File: src/sv/sblc_pkg.sv
`timescale 1ns / 1ps

package sblc_pkg;

   // Field widths fixed by the interface.
   localparam int KEY_W      = 16;
   localparam int BYTES_W    = 24;
   localparam int STAMP_W    = 64;
   localparam int SLOT_OUT_W = 4;
   localparam int KIND_W     = 2;
   localparam int REQ_DATA_W = 40;
   localparam int RSP_DATA_W = 48;

   // Defaults handed to the top level.
   localparam int ENTRIES_DEFAULT = 16;
   localparam logic [BYTES_W-1:0] BUDGET_RESET = 24'd4194304;

   // Request selector carried in req_tuser.
   localparam logic OP_ACCESS = 1'b0;
   localparam logic OP_CLEAR  = 1'b1;

   // Result kinds carried in rsp_tuser.
   typedef enum logic [KIND_W-1:0] {
      KIND_HIT     = 2'd0,
      KIND_INSERT  = 2'd1,
      KIND_EVICT   = 2'd2,
      KIND_CLEARED = 2'd3
   } kind_type;

   typedef enum logic [2:0] {
      ST_IDLE,
      ST_SCAN,
      ST_HIT,
      ST_EVICT,
      ST_EVICT_FULL,
      ST_INSERT,
      ST_INSERT_OLD,
      ST_CLEAR
   } state_type;

   // Commands from the controller to the datapath.
   typedef struct packed {
      logic take;
      logic scan_start;
      logic hit;
      logic evict;
      logic insert;
      logic ins_old;
      logic clear;
   } cmd_type;

   // Status from the datapath to the controller.
   typedef struct packed {
      logic scan_done;
      logic hit_found;
      logic over;
      logic any_valid;
      logic any_free;
      logic out_free;
   } status_type;

endpackage

File: src/sv/sblc_ctrl.sv
`timescale 1ns / 1ps

module sblc_ctrl (
   input  logic                clock,
   input  logic                reset,
   input  logic                req_tvalid,
   input  logic                req_tuser,
   output logic                req_tready,
   input  sblc_pkg::status_type status,
   output sblc_pkg::cmd_type    cmd
);

   sblc_pkg::state_type state_ff;
   sblc_pkg::state_type state_in;

   // State register.
   always_ff @(posedge clock) begin
      if (reset) begin
         state_ff <= sblc_pkg::ST_IDLE;
      end else begin
         state_ff <= state_in;
      end
   end

   // Next state.
   always_comb begin
      state_in = state_ff;
      case (state_ff)
         sblc_pkg::ST_IDLE: begin
            if (req_tvalid) begin
               if (req_tuser == sblc_pkg::OP_CLEAR) begin
                  state_in = sblc_pkg::ST_CLEAR;
               end else begin
                  state_in = sblc_pkg::ST_SCAN;
               end
            end
         end
         sblc_pkg::ST_SCAN: begin
            if (status.scan_done) begin
               if (status.hit_found) begin
                  state_in = sblc_pkg::ST_HIT;
               end else if (status.over && status.any_valid) begin
                  state_in = sblc_pkg::ST_EVICT;
               end else if (!status.any_free) begin
                  state_in = sblc_pkg::ST_EVICT_FULL;
               end else begin
                  state_in = sblc_pkg::ST_INSERT;
               end
            end
         end
         sblc_pkg::ST_EVICT: begin
            if (status.out_free) begin
               state_in = sblc_pkg::ST_SCAN;
            end
         end
         sblc_pkg::ST_EVICT_FULL: begin
            if (status.out_free) begin
               state_in = sblc_pkg::ST_INSERT_OLD;
            end
         end
         sblc_pkg::ST_HIT, sblc_pkg::ST_INSERT, sblc_pkg::ST_INSERT_OLD,
         sblc_pkg::ST_CLEAR: begin
            if (status.out_free) begin
               state_in = sblc_pkg::ST_IDLE;
            end
         end
         default: begin
            state_in = sblc_pkg::ST_IDLE;
         end
      endcase
   end

   // Outputs.
   always_comb begin
      cmd        = '0;
      req_tready = 1'b0;
      case (state_ff)
         sblc_pkg::ST_IDLE: begin
            req_tready     = 1'b1;
            cmd.take       = req_tvalid;
            cmd.scan_start = req_tvalid && (req_tuser == sblc_pkg::OP_ACCESS);
         end
         sblc_pkg::ST_HIT: begin
            cmd.hit = status.out_free;
         end
         sblc_pkg::ST_EVICT: begin
            cmd.evict      = status.out_free;
            cmd.scan_start = status.out_free;
         end
         sblc_pkg::ST_EVICT_FULL: begin
            cmd.evict = status.out_free;
         end
         sblc_pkg::ST_INSERT: begin
            cmd.insert = status.out_free;
         end
         sblc_pkg::ST_INSERT_OLD: begin
            cmd.insert  = status.out_free;
            cmd.ins_old = status.out_free;
         end
         sblc_pkg::ST_CLEAR: begin
            cmd.clear = status.out_free;
         end
         default: begin
            cmd = '0;
         end
      endcase
   end

endmodule

File: src/sv/sblc_datapath.sv
`timescale 1ns / 1ps

module sblc_datapath #(
   parameter int ENTRIES = sblc_pkg::ENTRIES_DEFAULT
) (
   input  logic                                 clock,
   input  logic                                 reset,
   input  logic [sblc_pkg::REQ_DATA_W-1:0]      req_tdata,
   input  logic                                 csr_we,
   input  logic [sblc_pkg::BYTES_W-1:0]         csr_wdata,
   input  logic                                 rsp_tready,
   output logic                                 rsp_tvalid,
   output logic [sblc_pkg::RSP_DATA_W-1:0]      rsp_tdata,
   output logic [sblc_pkg::KIND_W-1:0]          rsp_tuser,
   output logic                                 rsp_tlast,
   input  sblc_pkg::cmd_type                    cmd,
   output sblc_pkg::status_type                 status
);

   localparam int SW = $clog2(ENTRIES);
   localparam int CW = $clog2(ENTRIES + 1);
   localparam logic [CW-1:0] CNT_END = CW'(ENTRIES);

   localparam int KW = sblc_pkg::KEY_W;
   localparam int BW = sblc_pkg::BYTES_W;
   localparam int TW = sblc_pkg::STAMP_W;

   // Tag table memories.
   logic [KW-1:0] key_mem   [ENTRIES];
   logic [BW-1:0] size_mem  [ENTRIES];
   logic [TW-1:0] stamp_mem [ENTRIES];

   logic [ENTRIES-1:0] valid_ff;
   logic [BW-1:0]      used_ff;
   logic [TW-1:0]      clock_ff;
   logic [BW-1:0]      budget_ff;

   logic [KW-1:0]      req_key_ff;
   logic [BW-1:0]      req_size_ff;

   logic [CW-1:0]      cnt_ff;
   logic               rd_ok_ff;
   logic [SW-1:0]      rd_idx_ff;
   logic [KW-1:0]      rd_key_ff;
   logic [BW-1:0]      rd_size_ff;
   logic [TW-1:0]      rd_stamp_ff;

   logic               hit_found_ff;
   logic [SW-1:0]      hit_slot_ff;
   logic               best_found_ff;
   logic [SW-1:0]      best_slot_ff;
   logic [KW-1:0]      best_key_ff;
   logic [BW-1:0]      best_size_ff;
   logic [TW-1:0]      best_stamp_ff;
   logic               free_found_ff;
   logic [SW-1:0]      free_slot_ff;

   logic                  out_valid_ff;
   sblc_pkg::kind_type    out_kind_ff;
   logic [SW-1:0]         out_slot_ff;
   logic [KW-1:0]         out_key_ff;
   logic [BW-1:0]         out_bytes_ff;
   logic                  out_last_ff;

   logic          issue;
   logic          rd_valid;
   logic [SW-1:0] ins_slot;
   logic [TW-1:0] next_stamp;
   logic [BW-1:0] used_after_evict;
   logic [BW-1:0] used_after_insert;
   logic          load_out;
   logic          out_free;
   logic [SW+3:0] slot_wide;

   assign issue             = (cnt_ff != CNT_END);
   assign rd_valid          = valid_ff[rd_idx_ff];
   assign ins_slot          = cmd.ins_old ? best_slot_ff : free_slot_ff;
   assign next_stamp        = clock_ff + TW'(1);
   assign used_after_evict  = used_ff - best_size_ff;
   assign used_after_insert = used_ff + req_size_ff;
   assign load_out          = cmd.hit | cmd.evict | cmd.insert | cmd.clear;
   assign out_free          = !out_valid_ff || rsp_tready;

   // Status to the controller.
   always_comb begin
      status.scan_done = !issue && !rd_ok_ff;
      status.hit_found = hit_found_ff;
      status.over      = ({1'b0, used_ff} + {1'b0, req_size_ff}) > {1'b0, budget_ff};
      status.any_valid = best_found_ff;
      status.any_free  = free_found_ff;
      status.out_free  = out_free;
   end

   // Memory write and registered scan read.
   always_ff @(posedge clock) begin
      if (cmd.hit) begin
         stamp_mem[hit_slot_ff] <= next_stamp;
      end else if (cmd.insert) begin
         key_mem[ins_slot]   <= req_key_ff;
         size_mem[ins_slot]  <= req_size_ff;
         stamp_mem[ins_slot] <= next_stamp;
      end
      rd_key_ff   <= key_mem[cnt_ff[SW-1:0]];
      rd_size_ff  <= size_mem[cnt_ff[SW-1:0]];
      rd_stamp_ff <= stamp_mem[cnt_ff[SW-1:0]];
      rd_idx_ff   <= cnt_ff[SW-1:0];
   end

   // Table state, budget and use clock.
   always_ff @(posedge clock) begin
      if (reset) begin
         valid_ff  <= '0;
         used_ff   <= '0;
         clock_ff  <= '0;
         budget_ff <= sblc_pkg::BUDGET_RESET;
      end else begin
         if (csr_we) begin
            budget_ff <= csr_wdata;
         end
         if (cmd.clear) begin
            valid_ff <= '0;
            used_ff  <= '0;
         end else if (cmd.evict) begin
            valid_ff[best_slot_ff] <= 1'b0;
            used_ff                <= used_after_evict;
         end else if (cmd.insert) begin
            valid_ff[ins_slot] <= 1'b1;
            used_ff            <= used_after_insert;
         end
         if (cmd.hit || cmd.insert) begin
            clock_ff <= next_stamp;
         end
      end
   end

   // Request capture.
   always_ff @(posedge clock) begin
      if (cmd.take) begin
         req_key_ff  <= req_tdata[KW-1:0];
         req_size_ff <= req_tdata[KW+BW-1:KW];
      end
   end

   // Scan counter and read pipeline flag.
   always_ff @(posedge clock) begin
      if (reset) begin
         cnt_ff   <= CNT_END;
         rd_ok_ff <= 1'b0;
      end else if (cmd.scan_start) begin
         cnt_ff   <= '0;
         rd_ok_ff <= 1'b0;
      end else begin
         rd_ok_ff <= issue;
         if (issue) begin
            cnt_ff <= cnt_ff + CW'(1);
         end
      end
   end

   // Scan results: first match, oldest valid entry, first free slot.
   always_ff @(posedge clock) begin
      if (reset || cmd.scan_start) begin
         hit_found_ff  <= 1'b0;
         best_found_ff <= 1'b0;
         free_found_ff <= 1'b0;
      end else if (rd_ok_ff) begin
         if (rd_valid && (rd_key_ff == req_key_ff) && !hit_found_ff) begin
            hit_found_ff <= 1'b1;
            hit_slot_ff  <= rd_idx_ff;
         end
         if (rd_valid && (!best_found_ff || (rd_stamp_ff < best_stamp_ff))) begin
            best_found_ff <= 1'b1;
            best_slot_ff  <= rd_idx_ff;
            best_key_ff   <= rd_key_ff;
            best_size_ff  <= rd_size_ff;
            best_stamp_ff <= rd_stamp_ff;
         end
         if (!rd_valid && !free_found_ff) begin
            free_found_ff <= 1'b1;
            free_slot_ff  <= rd_idx_ff;
         end
      end
   end

   // Output register valid flag.
   always_ff @(posedge clock) begin
      if (reset) begin
         out_valid_ff <= 1'b0;
      end else if (load_out) begin
         out_valid_ff <= 1'b1;
      end else if (rsp_tready) begin
         out_valid_ff <= 1'b0;
      end
   end

   // Output register payload.
   always_ff @(posedge clock) begin
      if (cmd.hit) begin
         out_kind_ff  <= sblc_pkg::KIND_HIT;
         out_slot_ff  <= hit_slot_ff;
         out_key_ff   <= req_key_ff;
         out_bytes_ff <= used_ff;
         out_last_ff  <= 1'b1;
      end else if (cmd.evict) begin
         out_kind_ff  <= sblc_pkg::KIND_EVICT;
         out_slot_ff  <= best_slot_ff;
         out_key_ff   <= best_key_ff;
         out_bytes_ff <= used_after_evict;
         out_last_ff  <= 1'b0;
      end else if (cmd.insert) begin
         out_kind_ff  <= sblc_pkg::KIND_INSERT;
         out_slot_ff  <= ins_slot;
         out_key_ff   <= req_key_ff;
         out_bytes_ff <= used_after_insert;
         out_last_ff  <= 1'b1;
      end else if (cmd.clear) begin
         out_kind_ff  <= sblc_pkg::KIND_CLEARED;
         out_slot_ff  <= '0;
         out_key_ff   <= '0;
         out_bytes_ff <= '0;
         out_last_ff  <= 1'b1;
      end
   end

   assign slot_wide  = {4'b0000, out_slot_ff};
   assign rsp_tvalid = out_valid_ff;
   assign rsp_tuser  = out_kind_ff;
   assign rsp_tlast  = out_last_ff;
   assign rsp_tdata  = {4'b0000, out_bytes_ff, out_key_ff, slot_wide[3:0]};

   // An eviction always has a valid oldest entry behind it.
   a_evict_has_victim: assert property (@(posedge clock) disable iff (reset)
      cmd.evict |-> best_found_ff)
      else $error("eviction without a valid victim");

   // An insert lands only on a slot that is free at that moment.
   a_insert_free: assert property (@(posedge clock) disable iff (reset)
      cmd.insert |-> !valid_ff[ins_slot])
      else $error("insert over a valid entry");

   // A new result never overwrites one that is still waiting.
   a_no_overwrite: assert property (@(posedge clock) disable iff (reset)
      load_out |-> (!out_valid_ff || rsp_tready))
      else $error("result overwritten before it was taken");

endmodule

File: src/sv/size_budget_lru_cache_top.sv
`timescale 1ns / 1ps

// Channel   Direction  Handshake                 Payload
// req_      in         req_tvalid / req_tready   tuser: op; tdata: key, entry_bytes
// rsp_      out        rsp_tvalid / rsp_tready   tuser: kind; tdata: slot, key, bytes;
//                                                tlast: final result of the beat
// csr_      in         csr_we                    csr_wdata: byte budget
//
// One beat at a time. A hit or miss check scans the table through the single
// read port of the tag memories; every budget eviction costs one more scan,
// and a full table evicts its oldest entry before the insert. A clear needs no
// scan. Reset is synchronous and empties the table.
// A stalled result holds in the output register; the next request is taken
// meanwhile, and its results wait until the register frees.

module size_budget_lru_cache_top #(
   parameter int ENTRIES = sblc_pkg::ENTRIES_DEFAULT
) (
   input  logic                              clock,
   input  logic                              reset,
   input  logic                              req_tvalid,
   output logic                              req_tready,
   input  logic [sblc_pkg::REQ_DATA_W-1:0]   req_tdata,   // key, entry_bytes
   input  logic                              req_tuser,   // op
   output logic                              rsp_tvalid,
   input  logic                              rsp_tready,
   output logic [sblc_pkg::RSP_DATA_W-1:0]   rsp_tdata,   // slot, result_key, bytes_in_use
   output logic [sblc_pkg::KIND_W-1:0]       rsp_tuser,   // kind
   output logic                              rsp_tlast,
   input  logic                              csr_we,
   input  logic [sblc_pkg::BYTES_W-1:0]      csr_wdata
);

   sblc_pkg::cmd_type    cmd;
   sblc_pkg::status_type status;

   sblc_ctrl u_ctrl (
      .clock      (clock),
      .reset      (reset),
      .req_tvalid (req_tvalid),
      .req_tuser  (req_tuser),
      .req_tready (req_tready),
      .status     (status),
      .cmd        (cmd)
   );

   sblc_datapath #(
      .ENTRIES (ENTRIES)
   ) u_datapath (
      .clock      (clock),
      .reset      (reset),
      .req_tdata  (req_tdata),
      .csr_we     (csr_we),
      .csr_wdata  (csr_wdata),
      .rsp_tready (rsp_tready),
      .rsp_tvalid (rsp_tvalid),
      .rsp_tdata  (rsp_tdata),
      .rsp_tuser  (rsp_tuser),
      .rsp_tlast  (rsp_tlast),
      .cmd        (cmd),
      .status     (status)
   );

endmodule
File: config.mk
export PLATFORM = sky130hd
export DESIGN_NAME = size_budget_lru_cache_top
export DESIGN_NICKNAME = d
export VERILOG_FILES = /design/src/sv/sblc_pkg.sv /design/src/sv/sblc_ctrl.sv /design/src/sv/sblc_datapath.sv /design/src/sv/size_budget_lru_cache_top.sv
export SDC_FILE = /design/constraint.sdc
export NUM_CORES = 2
export LEC_CHECK = 0
export BUFFER_PORTS_ARGS = -buffer_cell sky130_fd_sc_hd__buf_2
export CORE_MARGIN = 2
export CORE_UTILIZATION = 40
export CTS_CLUSTER_DIAMETER = 80
export DETAILED_ROUTE_END_ITERATION = 16
export HOLD_SLACK_MARGIN = 0.02
export PLACE_DENSITY_LB_ADDON = 0.15
export SLEW_MARGIN = 20
export SYNTH_ARGS = -nofsm -noshare
export SYNTH_HDL_FRONTEND = slang
export SYNTH_SLANG_ARGS = --single-unit
File: constraint.sdc
create_clock -name clock -period 13.3 [get_ports clock]
set_input_delay 1.995 -clock clock [delete_from_list [all_inputs] [get_ports clock]]
set_output_delay 1.995 -clock clock [all_outputs]
set_load 0.02 [all_outputs]
==> impl_metrics.yaml <==
outcome:
  status: "finished clean"
sta:
  timing.final.crit_share_pct: 41.4
  drv_slew: 0
  clock_skew_ps: 48.4
  finalSetupViolations: 0
  tns_ps: 0
  rsz0062_at_grt: "no"
  holdWs_ps: 396
  hold_violations: 0
  tightest_slew_ps: 1180
  fmax_mhz: 182
  slew_headroom_pct: 21.0
  period_needed_ps: 5500
cts:
  clock_sinks: 2116
  clk_pin_slew_ps: 60
  cts_made_buffers: 216
  cts_tree: "yes"
  clk_path_buf_depth: 3
  cts_hold_buf: 0
  post_cts_buffers: 0
  cts_resized: 0
  h-tree-depth: 4
  root_buffer: "clkbuf_16"
  insertion_delay_ps: 860
global_routing:
  grtUsageTotal_pct: 18.9
  grt_pass1_wl_mm: 292
  grt_max_degree: 93
  grt-ovfl-total: 0
  grt_pass1_vias: 41700
  antenna_found_initial: 11
yosys:
  synth_common_cells: "edfxtp_1, mux4_2, dfxtp_1"
  synth.distinct_cells: 81
  synth_flop_cell: "edfxtp_1"
  synth_edf_count: 1864
  postSynthCellCount: 4289
  yosys.area.top_type_share_pct: 67.5
  avgSynthCellArea_um2: 19.3
  yosys_warnings: 0
  synth.most_common_cell: "edfxtp_1"
  netlist_area_um2: 82900
  synthTopCellsByArea: "edfxtp_1, mux4_2, dfxtp_1"
  async_flop_share_pct: 0
  synth_seq_cells: 2116
  synth.largest_area_cell: "edfxtp_1"
  seq_area_frac_synth_pct: 73.6
worst_setup_path:
  critPathArrivalTime_ps: 5950
  path_depth: 8
  worstRegToRegCells: 17
  cp.buffers_inverters: 2
  path_delay_family: "simple AND/OR/NAND/NOR gates"
  path_cells: "buf_2, nand2b_1, nand4b_1, mux2i_1, and2_1, a21oi_1, nor2_4, buf_4"
  slowest_stage: "nor2_4"
  crit_path_start_kind: "input port"
  critical_path_class: "input port to flip-flop"
  critical_path.max_stage_delay_ps: 970
  path_max_fanout: 39
  required_ps: 13750
  end_kind: "flip-flop"
place:
  finalWeightedCongestion: 0.851
  dpl.hpwl_mm: 116
  io_buffers: 118
  placed_area_um2: 87200
hold_path:
  hold_path.class: "flip-flop to flip-flop"
  whs_path_depth: 0
routing:
  viasPerCell: 5.47
  routedWlPerCell_um: 26.8
  dr_total_vias: 40800
  drcViolationCount: 0
  routed_wirelength_mm: 199
  dr.pass1.iters: 5
  drt_iter0_markers: 3419
  ant_nets: 0
floorplan:
  ioPinCount: 123
  start_util_pct: 40.1
  dieHeight_um: 459
  die_area_um2: 211000
  die_w_um: 459
  coreArea_um2: 207000
  row_count: 167
power_and_ir_drop:
  irDropWorstVdd_uv: 142
  p_leak_nw: 32.5
  power_density_nw_per_um2: 181
finish:
  multi_input_area_um2: 21000
  fin_area_um2: 94600
  synthToLayoutAreaGrowth_pct: 14.1
  seqCellArea_um2: 61000
  fill_cells: 17400
  fin_nets: 4754
  drive_gt1_share_pct: 24.7
flow_run:
  maxCapViolations: 0
registers in the layout (all words and copies together) (netlist names), 64 cells and up:
register	count
u_datapath.clock_ff	64
u_datapath.best_stamp_ff	64
u_datapath.key_mem	256
u_datapath.rd_stamp_ff	64
u_datapath.stamp_mem	1024
u_datapath.size_mem	384
logic make-up (layout without fill, tap and decap cells):
family | count (synthesis) | count (layout) | share of synthesized area [%]
buf+inv | 331 | 778 | 1.54
flops | 2116 | 2116 | 73.6
simple gates | 597 | 597 | 3.43
other cells | 1 | 12 | 0.00452
fa+ha+maj | 139 | 139 | 2.12
mux | 552 | 552 | 14.6
compound gates | 386 | 386 | 2.97
xor+xnor | 167 | 167 | 1.76
final cells by class:
| cell class | instances | share of cell area (%) |
|---|---|---|
| Sequential cell | 2116 | 64.5 |
| Multi-Input combinational cell | 1845 | 22.2 |
| Clock buffer | 308 | 6.37 |
| Tap cell | 2704 | 3.58 |
| Timing Repair Buffer | 219 | 1.44 |
| Clock inverter | 104 | 1.29 |
| Inverter | 147 | 0.583 |
| Antenna cell | 8 | 0.0212 |
path summary, 6_finish.rpt:
check                       startpoint                    endpoint  slack (ps)
max reg2reg  u_datapath.req_size_ff[0]          u_ctrl.state_ff[1]        8270
min           u_datapath.rd_size_ff[8]  u_datapath.best_size_ff[8]         400
min reg2reg   u_datapath.rd_size_ff[8]  u_datapath.best_size_ff[8]         400
max                         rsp_tready  u_datapath.stamp_mem[1][6]        7800
stage by stage:
| stage | instances | worst slack, ps | total power [mW] | utilization, % |
|---|---|---|---|---|
| finish | 7451 | 7800 | 17.1 | 45.8 |
| global route | 7448 | 7590 | 17.8 | 45.8 |
| CTS | 7441 | 7830 | 17.3 | 45.7 |
| floorplan | 4292 | 1130 | 10.0 | - |
| detailed placement | 7029 | 6930 | 11.1 | 42.2 |
| global placement | 7029 | 7070 | 11.1 | 42.2 |
placed cells by master (no fill, tap or decap), types with 65 or more instances in the layout:
cell type	count
edfxtp_1	1864
mux4_2	525
dfxtp_1	248
clkbuf_16	217
nand2_1	176
nor2_1	161
ha_1	137
inv_1	130
buf_2	117
a21oi_1	114
buf_4	99
o21ai_0	93
xor2_1	80
clkbuf_1	65
metal layers:
metal / global-route usage (%) / wire length (µm) / up-vias
met5: 0 / 13 / -
met4: 4.10 / 3260 / 2
met3: 2.71 / 8710 / 247
met2: 30.2 / 95500 / 948
met1: 27.7 / 91900 / 21800
li1: - / - / 17800
power by group:
group / total [mW] / switching, mW / internal, mW
Sequential: 8.08 / 0.361 / 7.72
Clock: 6.14 / 2.58 / 3.56
Combinational: 2.86 / 1.74 / 1.12
Power figures use the tool's default switching activity.
